## src/hw/rtl/chs_pkg.sv

```systemverilog
// Shared types and constants for the compass heading CORDIC pipeline.
`timescale 1ns / 1ps

package chs_pkg;

  localparam int IN_W      = 16;
  localparam int VEC_SHIFT = 24;
  localparam int VEC_W     = 42;   // |v| < 2^17 after gain, plus 24 fraction bits
  localparam int ANG_FRAC  = 20;
  localparam int ANG_W     = 30;   // degrees * 2^20, signed, covers -100 .. 360
  localparam int TABLE_LEN = 24;
  localparam int OUT_W     = 16;

  // atan(2^-i) in degrees * 2^20, rounded to nearest
  localparam int ATAN_TAB [TABLE_LEN] = '{
    47185920, 27855475, 14718068, 7471121, 3750058, 1876857,
    938658,   469357,   234682,   117342,  58671,   29335,
    14668,    7334,     3667,     1833,    917,     458,
    229,      115,      57,       29,      14,      7
  };

  localparam logic signed [ANG_W-1:0] DEG_0   = '0;
  localparam logic signed [ANG_W-1:0] DEG_90  = ANG_W'(90  * (2 ** ANG_FRAC));
  localparam logic signed [ANG_W-1:0] DEG_180 = ANG_W'(180 * (2 ** ANG_FRAC));
  localparam logic signed [ANG_W-1:0] DEG_270 = ANG_W'(270 * (2 ** ANG_FRAC));
  localparam logic signed [ANG_W-1:0] DEG_360 = ANG_W'(360 * (2 ** ANG_FRAC));

  // Data carried from cell to cell
  typedef struct packed {
    logic signed [VEC_W-1:0] vx;
    logic signed [VEC_W-1:0] vy;
    logic signed [ANG_W-1:0] z;
    logic                    skip;  // axis case: angle already exact
  } chs_vec_t;

endpackage

```

## src/hw/rtl/chs_cell.sv

```systemverilog
// One vectoring CORDIC iteration with its own pipeline register.
`timescale 1ns / 1ps

module chs_cell
  import chs_pkg::*;
#(
  parameter int STEP = 0
) (
  input  logic     clk,
  input  logic     rst,
  input  logic     in_valid,
  output logic     in_ready,
  input  chs_vec_t in_data,
  output logic     out_valid,
  input  logic     out_ready,
  output chs_vec_t out_data
);

  localparam logic signed [ANG_W-1:0] ATAN = ANG_W'(ATAN_TAB[STEP]);

  chs_vec_t data_next;
  logic signed [VEC_W-1:0] dx;
  logic signed [VEC_W-1:0] dy;

  assign in_ready = !out_valid || out_ready;

  // arithmetic shift gives floor on negatives
  assign dx = in_data.vy >>> STEP;
  assign dy = in_data.vx >>> STEP;

  always_comb begin
    data_next = in_data;
    if (!in_data.skip) begin
      if (!in_data.vy[VEC_W-1]) begin
        data_next.vx = in_data.vx + dx;
        data_next.vy = in_data.vy - dy;
        data_next.z  = in_data.z + ATAN;
      end else begin
        data_next.vx = in_data.vx - dx;
        data_next.vy = in_data.vy + dy;
        data_next.z  = in_data.z - ATAN;
      end
    end
  end

  always_ff @(posedge clk) begin
    if (rst) begin
      out_valid <= 1'b0;
    end else if (in_ready) begin
      out_valid <= in_valid;
    end
  end

  always_ff @(posedge clk) begin
    if (in_ready && in_valid) begin
      out_data <= data_next;
    end
  end

endmodule

```

## config.mk

```make
export PLATFORM = sky130hd
export DESIGN_NAME = chs_cell
export DESIGN_NICKNAME = d
export VERILOG_FILES = /design/src/hw/rtl/chs_pkg.sv /design/src/hw/rtl/chs_cell.sv
export SDC_FILE = /design/constraint.sdc
export NUM_CORES = 1
export LEC_CHECK = 0
export ABC_AREA = 1
export BUFFER_PORTS_ARGS = -buffer_cell sky130_fd_sc_hd__buf_2
export CAP_MARGIN = 20
export CORE_UTILIZATION = 45
export CTS_BUF_LIST = sky130_fd_sc_hd__clkbuf_16
export DETAILED_ROUTE_END_ITERATION = 10
export PLACE_DENSITY = 0.62
export SKIP_CTS_REPAIR_TIMING = 1
export SLEW_MARGIN = 10
export SYNTH_ARGS = -nofsm -noshare
export SYNTH_HDL_FRONTEND = slang
export SYNTH_SLANG_ARGS = --single-unit
```

## constraint.sdc

```tcl
create_clock -name clk -period 10.9 [get_ports clk]
set_clock_uncertainty 0.05 [all_clocks]
set_input_delay 1.09 -clock clk [delete_from_list [all_inputs] [get_ports clk]]
set_output_delay 1.09 -clock clk [all_outputs]
set_load 0.01 [all_outputs]
```

After elaboration in Yosys (flattened, before gate mapping) --
Cells that the tools add are included.
Storage, ports and cells: flip-flop bits (word level) 116, input bits 119, output and inout bits 117, logic and storage cells 15
Operators by class: add/subtract/negate cells 5, mux-type cells 2, reduce and logical (&&, ||, !) cells 3
Operator list (number):
- two-way mux 114 bit | 2
- subtractor 42 bit | 2
- adder 42 bit | 1
- adder 30 x 27 -> 30 bit, second input constant | 1
- subtractor 30 x 27 -> 30 bit, second input constant | 1
- logical AND 1 bit | 1
- zero test 1 bit | 1
- logical OR 1 bit | 1

Depth between registers and ports, before layout --
depth in word-level cells 3, gate-level depth with buffers 19, depth with buffers taken out 18

Worst setup path after synthesis --
No wires, ideal clock.
path kind input to register, from in in_valid, to reg out_data[0] (netlist bit) (enable), library setup time 627 ps, arrival time 6674 ps, data required time 10223 ps, slack 3549 ps, stages 2, path buffers 0, path through inv_1 > a21oi_1
On the way: word-level cells in the longest chain between the ends 1
RTL lines:
- start: declaration | line chs_cell.sv:11 | input logic in_valid,
- logical AND 1 bit | line chs_cell.sv:55 | if (in_ready && in_valid) begin
- end signal: assignment | line chs_cell.sv:56 | out_data <= data_next;
- end: declaration | line chs_cell.sv:16 | output chs_vec_t out_data
Every way passes these cells. A chain may end at the register's enable or synchronous reset.

==> results by group <==
Worst hold path
  • Worst hold-check path type: flip-flop to flip-flop

Floorplanning
  • Starting Density: 46.2%
  • Die Y: 185 um
  • Die Width: 185 um
  • Core area: 32800 um2
  • Io pins: 236
  • Row count: 66
  • Die area: 34400 um2

Placed design
  • Hpwl dp: 57.0 mm
  • Routability cong.: 1.04
  • Placed cells: 3108
  • IO Port Bufs: 235
  • Place WS: 6.51 ns

Route
  • # DRC: 0
  • Vias: 17600
  • Routed Antenna Nets: 0
  • Wirelength, routed: 69.1 mm
  • Initial DRC Count: 2171
  • Via-per-instance ratio: 5.59
  • Wire per inst: 22.0 um
  • DRT Pass-1 Iters: 6

Worst setup path
  • Critical setup path kind: input port to flip-flop
  • Worst Path Max Fanout: 10
  • Worst Path Arrival: 4.07 ns
  • CP required: 11.06 ns
  • Crit path launch type: input port
  • Slack of the worst reg-to-reg path: 9.16 ns
  • Critical Path End Type: flip-flop

Status
  • Status: completed

Cells and area
  • Commonest non-fill, non-tap cells in the layout: nand2_1 (844), inv_1 (408), nor2_1 (259)
  • Share of layout cells above drive strength 1: 12.1%
  • Layout Cells excl Fill: 3141
  • Fillers: 3396
  • Area Growth Syn to Fin: 13.4%
  • Register area: 3470 um2
  • Multi-input logic area: 9700 um2
  • Commonest non-fill, non-tap cell in the layout: nand2_1
  • NumNets Final: 2956
  • Antenna Cells: 0

Logic synthesis
  • #FFs+latches synth: 116
  • Post-synthesis instance area: 15100 um2
  • Seq/Total Area, Yosys: 22.9%
  • Syn_area_per_cell: 6.07 um2
  • Synthesized Nets: 2763
  • Synthesis Warnings: 0
  • Post-synthesis cell type count: 44
  • Mapped Cells: 2493

Global routing
  • Gr usage total: 40.3%
  • First-pass GRT wire length: 100 mm
  • Largest net degree at the start of global routing: 95
  • Total gr overflow: 0
  • Initial antenna violation count: 2
  • Vias in the first global route: 16500

STA
  • RSZ-0062 raised after global routing: false
  • Endpoints failing setup: 0
  • Fin crit share: 35.8%
  • Fin. max-slew vios: 0
  • Final WS setup: 6.99 ns
  • Setup TNS: 0 ns
  • Fin. Hold Viols: 0
  • Rel. slew slack: 22.6%
  • Fin crit period: 3.91 ns
  • Max Fclk: 0.256 GHz
  • Least-Margin Pin Slew: 1.16 ns
  • Worst hold margin: 0.491 ns

CTS
  • H-tree depth: 4
  • CTS Buf Count: 17
  • Reg clk slew, reported paths: 0.07 ns
  • Clock Sinks: 116
  • TritonCTS clock tree: done
  • Max clock buf depth: 2
  • Worst skew pair latency: 0.45 ns
  • Root buffer cell: clkbuf_16

Power
  • Pwr Total: 1.97 mW
  • Pwr dens: 115 nW/um2
  • Worst vdd rail ir drop: 120 uV
  • P_leak: 9.38 nW

Flow run
  • Max-cap viol count: 0
[cells in the mapped netlist (all sizes together)]
cell type / number / area, um2
clkbuf: 23 / 86.3
a31oi: 12 / 75.1
nand2: 859 / 3260
o22ai: 10 / 62.6
or2: 3 / 18.8
inv: 410 / 1540
o21a: 3 / 22.5
xnor2: 3 / 26.3
a22oi: 3 / 22.5
o2111ai: 1 / 8.76
buf: 49 / 348
a21o: 4 / 30.0
nor4: 3 / 18.8
and3: 3 / 18.8
ha: 147 / 1840
fa: 4 / 80.1
and2: 7 / 43.8
o211ai: 14 / 110
o221ai: 3 / 26.3
a21oi: 148 / 748
nor3: 6 / 35.0
nand3b: 1 / 7.51
xor2: 32 / 280
nand4: 18 / 113
o21bai: 21 / 158
dfxtp: 1 / 20.0
a21boi: 1 / 7.51
edfxtp: 115 / 3450
nand3: 191 / 971
o21ai: 117 / 586
nor2: 281 / 1120
[kinds of logic (layout without fill, tap and decap cells)]
family | Yosys count | after routing | synth area share, %
and+or+nand+nor | 1372 | 1372 | 37.0
xor gates and xnor gates | 35 | 35 | 2.03
AOI/OAI and AO/OA | 337 | 337 | 12.3
adders and majority gates | 151 | 151 | 12.7
DFF | 116 | 116 | 22.9
buffers and inverters | 482 | 688 | 13.0
[power breakdown]
| group | internal [mW] | switching, mW | leakage [nW] |
|---|---|---|---|
| clock | 0.343 | 0.261 | 0.293 |
| sequential | 0.543 | 0.0100 | 1.12 |
| combinational | 0.232 | 0.586 | 7.97 |
| total | 1.12 | 0.856 | 9.38 |
[metal layers]
| metal | track usage [%] | vias up | share of wire [%] |
|---|---|---|---|
| met5 | 0 | - | 0.017 |
| met4 | 18.2 | 2 | 4.3 |
| met3 | 8.20 | 141 | 11 |
| met2 | 61.3 | 1006 | 42 |
| met1 | 54.5 | 8175 | 43 |
| li1 | - | 8247 | - |
[layout make-up]
cell class                      instances  share of cell area, %
Clock buffer                           17                   2.48
Clock inverter                         15                  0.992
Multi-Input combinational cell       1895                   56.5
Sequential cell                       116                   20.2
Timing Repair Buffer                  246                   7.57
Tap cell                              442                   3.22
Inverter                              410                   8.97
[worst max-delay path: stages]
cell     delay (ns)
buf_2          0.20
inv_1          0.09
ha_1           0.49
a21oi_1        0.31
o21ai_0        0.18
a21oi_1        0.64
nor2_1         0.12
nor2_1         0.44
nand2_1        0.11
nand2_1        0.09
nand3_1        0.10
o21ai_0        0.12
nor2_1         0.07
[registers in the layout, indices dropped and copies added, names as in the netlist]
name,count
out_data,115
out_valid,1
[stage by stage]
stage          util (%)  cell area [um2]
3_5_place_dp       50.4            16500
6_report           52.3            17200
2_1_floorplan         -            15100
5_1_grt            52.3            17200
3_3_place_gp       50.4            16500
4_1_cts            52.3            17100
[worst paths after layout]
kind / startpoint / endpoint / cells after the start
setup reg to reg: out_valid / out_data[88] / 2
hold reg to reg: out_valid / out_valid / 2
hold / removal: out_valid / out_valid / 2
setup / recovery: in_data[48] / out_data[59] / 13
Power figures use the tool's default switching activity.
