==> config.mk <==
export PLATFORM = sky130hd
export DESIGN_NAME = chs_post
export DESIGN_NICKNAME = d
export VERILOG_FILES = /design/src/hw/rtl/chs_pkg.sv /design/src/hw/rtl/chs_post.sv
export SDC_FILE = /design/constraint.sdc
export NUM_CORES = 1
export LEC_CHECK = 0
export ABC_AREA = 0
export BUFFER_PORTS_ARGS = -buffer_cell sky130_fd_sc_hd__buf_2
export CORE_MARGIN = 3
export CORE_UTILIZATION = 39
export CTS_BUF_LIST = sky130_fd_sc_hd__clkbuf_8
export CTS_CLUSTER_SIZE = 10
export DETAILED_ROUTE_END_ITERATION = 8
export GPL_ROUTABILITY_DRIVEN = 0
export MAX_ROUTING_LAYER = met4
export PLACE_DENSITY_LB_ADDON = 0.08
export SLEW_MARGIN = 25
export SYNTH_ARGS = -nofsm -noshare
export SYNTH_HDL_FRONTEND = slang
export SYNTH_SLANG_ARGS = --single-unit
export TNS_END_PERCENT = 30
==> constraint.sdc <==
create_clock -name clk -period 5.6 [get_ports clk]
set_clock_uncertainty 0.2 [all_clocks]
set_input_delay 0.28 -clock clk [delete_from_list [all_inputs] [get_ports clk]]
set_output_delay 0.28 -clock clk [all_outputs]
set_load 0.02 [all_outputs]
==> src/hw/rtl/chs_pkg.sv <==
// Shared types and constants for the compass heading CORDIC pipeline.
`timescale 1ns / 1ps

package chs_pkg;

  localparam int IN_W      = 16;
  localparam int VEC_SHIFT = 24;
  localparam int VEC_W     = 42;   // |v| < 2^17 after gain, plus 24 fraction bits
  localparam int ANG_FRAC  = 20;
  localparam int ANG_W     = 30;   // degrees * 2^20, signed, covers -100 .. 360
  localparam int TABLE_LEN = 24;
  localparam int OUT_W     = 16;

  // atan(2^-i) in degrees * 2^20, rounded to nearest
  localparam int ATAN_TAB [TABLE_LEN] = '{
    47185920, 27855475, 14718068, 7471121, 3750058, 1876857,
    938658,   469357,   234682,   117342,  58671,   29335,
    14668,    7334,     3667,     1833,    917,     458,
    229,      115,      57,       29,      14,      7
  };

  localparam logic signed [ANG_W-1:0] DEG_0   = '0;
  localparam logic signed [ANG_W-1:0] DEG_90  = ANG_W'(90  * (2 ** ANG_FRAC));
  localparam logic signed [ANG_W-1:0] DEG_180 = ANG_W'(180 * (2 ** ANG_FRAC));
  localparam logic signed [ANG_W-1:0] DEG_270 = ANG_W'(270 * (2 ** ANG_FRAC));
  localparam logic signed [ANG_W-1:0] DEG_360 = ANG_W'(360 * (2 ** ANG_FRAC));

  // Data carried from cell to cell
  typedef struct packed {
    logic signed [VEC_W-1:0] vx;
    logic signed [VEC_W-1:0] vy;
    logic signed [ANG_W-1:0] z;
    logic                    skip;  // axis case: angle already exact
  } chs_vec_t;

endpackage

==> src/hw/rtl/chs_post.sv <==
// Final cell: wrap negative angles, round to the output format, fold 360 onto 0, output register.
`timescale 1ns / 1ps

module chs_post
  import chs_pkg::*;
#(
  parameter int FRAC = 7
) (
  input  logic             clk,
  input  logic             rst,
  input  logic             in_valid,
  output logic             in_ready,
  input  chs_vec_t         in_data,
  output logic             out_valid,
  input  logic             out_ready,
  output logic [OUT_W-1:0] heading
);

  localparam int SH = ANG_FRAC - FRAC;
  localparam logic [ANG_W-1:0] HALF = ANG_W'(2 ** (SH - 1));
  localparam logic [ANG_W-1:0] FULL = ANG_W'(360 * (2 ** FRAC));

  logic signed [ANG_W-1:0] z_wrap;
  logic        [ANG_W-1:0] rounded;
  logic        [ANG_W-1:0] folded;

  assign in_ready = !out_valid || out_ready;

  always_comb begin
    z_wrap  = in_data.z[ANG_W-1] ? in_data.z + DEG_360 : in_data.z;
    rounded = (ANG_W'(z_wrap) + HALF) >> SH;
    folded  = (rounded >= FULL) ? rounded - FULL : rounded;
  end

  always_ff @(posedge clk) begin
    if (rst) begin
      out_valid <= 1'b0;
    end else if (in_ready) begin
      out_valid <= in_valid;
    end
  end

  always_ff @(posedge clk) begin
    if (in_ready && in_valid) begin
      heading <= folded[OUT_W-1:0];
    end
  end

endmodule

; Yosys cells after proc, flatten, opt, wreduce, memory -nomap -nowiden
; Index checks and enable logic that the tools add are counted.
[word_totals]
register_bits = 17
in_bits = 119
word_cells = 11
[classes]
addsub = 3
n_lt_le_gt_ge = 1
muxes = 2
reduce_logical = 3
[ops]
columns = cell, count
row1 = $add A30 B13 Y30 const B, 1
row2 = $add A30 B30 Y30 const B, 1
row3 = $mux W30, 1
row4 = $ge A17 B16 Y1 const B, 1
row5 = $mux W16, 1
row6 = $sub A16 B16 Y16 const B, 1
row7 = $logic_and A1 B1 Y1, 1
row8 = $logic_not A1 Y1, 1
row9 = $logic_or A1 B1 Y1, 1

; Longest topological paths before layout
[logic_depth]
word_depth = 5
depth_mapped = 13

; Worst setup path after synthesis
; OpenSTA, ideal clock, no wires.
[synth_timing]
path_kind = input-to-reg
start = input port in_data[13] in the netlist's numbering
end = register heading[12], data pin
setup_ns = 0.268
arrival_time_ns = 3.469
slack_ns = 1.662
path_stages = 13
cell_sequence = ha_1 nand4_2 or4_1 a311oi_2 ha_1 nor3b_1 mux2i_1 or4b_1 a2111o_1 a211oi_2 o21bai_2 a21oi_2 xnor2_1
[synth_between]
elab_chain_cells = 5
[synth_rtl]
columns = item, line
row1 = start: declaration, chs_post.sv:13  ; input chs_vec_t in_data,
row2 = $add A30 B30 Y30, chs_post.sv:30  ; z_wrap = in_data.z[ANG_W-1] ? in_data.z + DEG_360 : in_data.z;
row3 = $mux W30 *, chs_post.sv:30
row4 = $add A30 B13 Y30 *, chs_post.sv:31  ; rounded = (ANG_W'(z_wrap) + HALF) >> SH;
row5 = $sub A16 B16 Y16 or $ge A17 B16 Y1 (tied branches), chs_post.sv:32  ; folded = (rounded >= FULL) ? rounded - FULL : rounded;
row6 = $mux W16 *, chs_post.sv:32
row7 = via folded[12], chs_post.sv:25  ; logic [ANG_W-1:0] folded;
row8 = end signal: assignment, chs_post.sv:45  ; heading <= folded[OUT_W-1:0];
row9 = end: declaration, chs_post.sv:16  ; output logic [OUT_W-1:0] heading
; The timed path passes the listed nets; every way through them passes the cells marked *.
; A chain may end at the register's enable or synchronous reset.

; Worst setup path in the final report
[layout_timing]
start = input port in_data[13] in the netlist's numbering
end = register heading[11], data pin
; The elaborated chain is that of the path after synthesis.

==> results.yml <==
worst_setup_path:
  r2r_slack_ps: 4080
  worstPathCellList: "buf_2 -> ha_1 -> nand4_2 -> or4_1 -> a311oi_2 -> ha_1 -> nor3b_1 -> mux2i_1 -> or4b_1 -> a2111o_1 -> a211oi_2 -> o21bai_2 -> a21oi_1 -> a31oi_1"
  crit_required_ps: 5370
  critPathSlowestCell: "or4_1"
  cp_num_buf_inv: 1
  cp_top_family: "compound AO/OA/AOI/OAI gates"
  crit_path_start_kind: "input pin"
  path_class: "input pin to register"
  cp.arrival_ps: 3980
  crit_top_cell: "ha_1"
  worstPathMaxFanout: 7
  cpPeakStageDelay_ps: 570
  worst_setup_path_end_kind: "register"
final_layout:
  syn2layout_area_growth_pct: 17.2
  fill_cells: 351
  layout_commonest_cell: "buf_2"
  final_cells: 238
  seqCellArea_um2: 500
  num-nets-final: 316
  multi_input_area_um2: 932
  n_antenna_cell: 0
  mostFrequentLayoutCells: "buf_2 (39), xnor2_1 (16), edfxtp_1 (16)"
  drive_gt1_frac: 0.297
yosys:
  syn_area_um2: 1500
  yosysSeqAreaShare: 0.333
  synth_seq_cells: 17
  syn-num-nets: 279
  yosysWarnings: 0
  async_flop_share: 0
  yosys_most_used_dff: "edfxtp_1"
  yosysTopAreaCell: "edfxtp_1"
  synthTopCellsByArea: "edfxtp_1 (32%), xnor2_1 (9.3%), xor2_1 (4.1%)"
  synth_edf_count: 16
  synthDistinctLibCells: 52
  synth_cells: 156
  avgSynthCellArea_um2: 9.64
  synth_top_area_frac: 0.319
clock_tree:
  clkSinkCount: 17
  path_clk_slew_ps: 60
  cts_buffers: 3
  clock_path_buffers: 2
  clock-root-buffer: "clkbuf_8"
  clk_latency_ps: 240
  cts_tree: "yes"
  htreeDepth: 1
  cts_setup_buffers: 0
floorplanning:
  die_area_um2: 4640
  rows: 21
  io_pins: 137
  core_um2: 3520
  die_h_um: 68.1
  initial_core_util: 0.427
  die_width_um: 68.1
timing:
  fin_crit_ps: 4210
  report.final.slew_viol_count: 0
  clock.fmax_mhz: 237
  finalSetupViolations: 0
  rsz0062_at_grt: "false"
  slew_headroom: 0.572
  timing.final.crit_share: 0.752
  worst_slack_ps: 1390
  hold_ws_ps: 75.8
  worst_slew_pin_slew_ps: 642
  fin_setup_tns_ps: 0
  hold_viol: 0
routing:
  drt-total-wl_mm: 2.97
  wl_per_cell_um: 12.5
  drtIter0Drc: 73
  vias: 1257
  viasPerCell: 5.28
  drt-pass1-iter-count: 4
  antenna_left: 0
  drc: 0
run_status:
  status: "completed"
power:
  vdd_drop_max_mv: 0.0696
  power_leakage_nw: 0.675
  p_per_area_nw_per_um2: 201
worst_hold_path:
  min_path_type: "input pin to register"
grt:
  grt-ovfl-total: 0
  antenna_found_initial: 0
  grt_pass1_wl_mm: 4.97
  grt_use_total: 0.143
  grt_pass1_vias: 1148
  grt_max_degree: 17
place:
  post-place-ws_ps: 1100
  io_buffers: 39
  dp.cells: 233
  hpwlAfterDp_mm: 2.48
job:
  maxCapViolCount: 0
[logic make-up (layout without fill, tap and decap cells)]
kind of cell | after synthesis | in the layout | share of synthesized area
AND/OR/NAND/NOR | 61 | 61 | 0.256
XOR/XNOR | 23 | 23 | 0.134
flip-flops | 17 | 17 | 0.333
buffers and inverters | 14 | 50 | 0.0474
multiplexers | 3 | 3 | 0.0208
adder cells (fa/ha/maj) | 4 | 4 | 0.0333
AO/OA/AOI/OAI | 34 | 34 | 0.176
[Yosys cell counts (3+ instances only)]
master,count
nor2_1,9
edfxtp_1,16
buf_2,3
ha_1,4
nand3_1,4
nor3_1,5
a31oi_1,5
a21oi_1,10
nand4_1,5
and2_1,4
xor2_1,7
and3_1,4
nand2_1,7
nand2b_1,5
inv_1,6
xnor2_1,16
o21ai_0,5
[per-layer routing]
metal | routed length, um | up-vias | global-route usage
met5 | 0 | - | -
met4 | 14 | 0 | 0.0571
met3 | 132 | 2 | 0.0164
met2 | 1410 | 25 | 0.239
met1 | 1410 | 572 | 0.175
li1 | - | 658 | -
[through the flow]
step | total power [mW] | instance area, um^2 | utilization
finish | 0.355 | 1760 | 0.501
global placement | 0.272 | 1710 | 0.485
detailed placement | 0.274 | 1710 | 0.485
global route | 0.378 | 1760 | 0.501
floorplan | 0.243 | 1500 | -
CTS | 0.360 | 1760 | 0.501
[flip-flops by register name, indices dropped and copies added, names as in the netlist]
register and flops:
heading 16, out_valid 1
[where the power goes]
| group | internal [mW] | leakage [nW] | total [mW] | switching (mW) |
|---|---|---|---|---|
| combinational | 0.0452 | 0.485 | 0.115 | 0.0695 |
| clock | 0.0484 | 0.0269 | 0.0834 | 0.0350 |
| sequential | 0.154 | 0.163 | 0.157 | 0.00218 |
| total | 0.248 | 0.675 | 0.355 | 0.107 |
[area by class of cell]
class | count | share of cell area
clock buffer | 3 | 0.0234
clock inverter | 1 | 0.00213
timing repair buffer | 40 | 0.116
sequential | 17 | 0.284
tap | 46 | 0.0326
inverter | 6 | 0.0128
multi-input combinational | 125 | 0.529
[worst register-to-register path, delay by kind of cell (launching register included)]
| family | cells | cell delay [ps] |
|---|---|---|
| flops | 1 | 310 |
| simple gates | 2 | 640 |
[final timing paths]
kind | endpoint | cells after the start | from
setup / recovery | heading[11] | 14 | in_data[13]
hold / removal | out_valid | 3 | in_valid
setup reg to reg | heading[3] | 2 | out_valid
hold reg to reg | out_valid | 2 | out_valid
[what timing repair did]
| action | in CTS | in global routing |
|---|---|---|
| endpoints found under the setup margin | 0 | 0 |
| hold buffers | 1 | 0 |
| hold endpoints to repair | 1 | 0 |
| resized for setup | 0 | 0 |
Note: power is estimated with default switching activity, not from simulation.
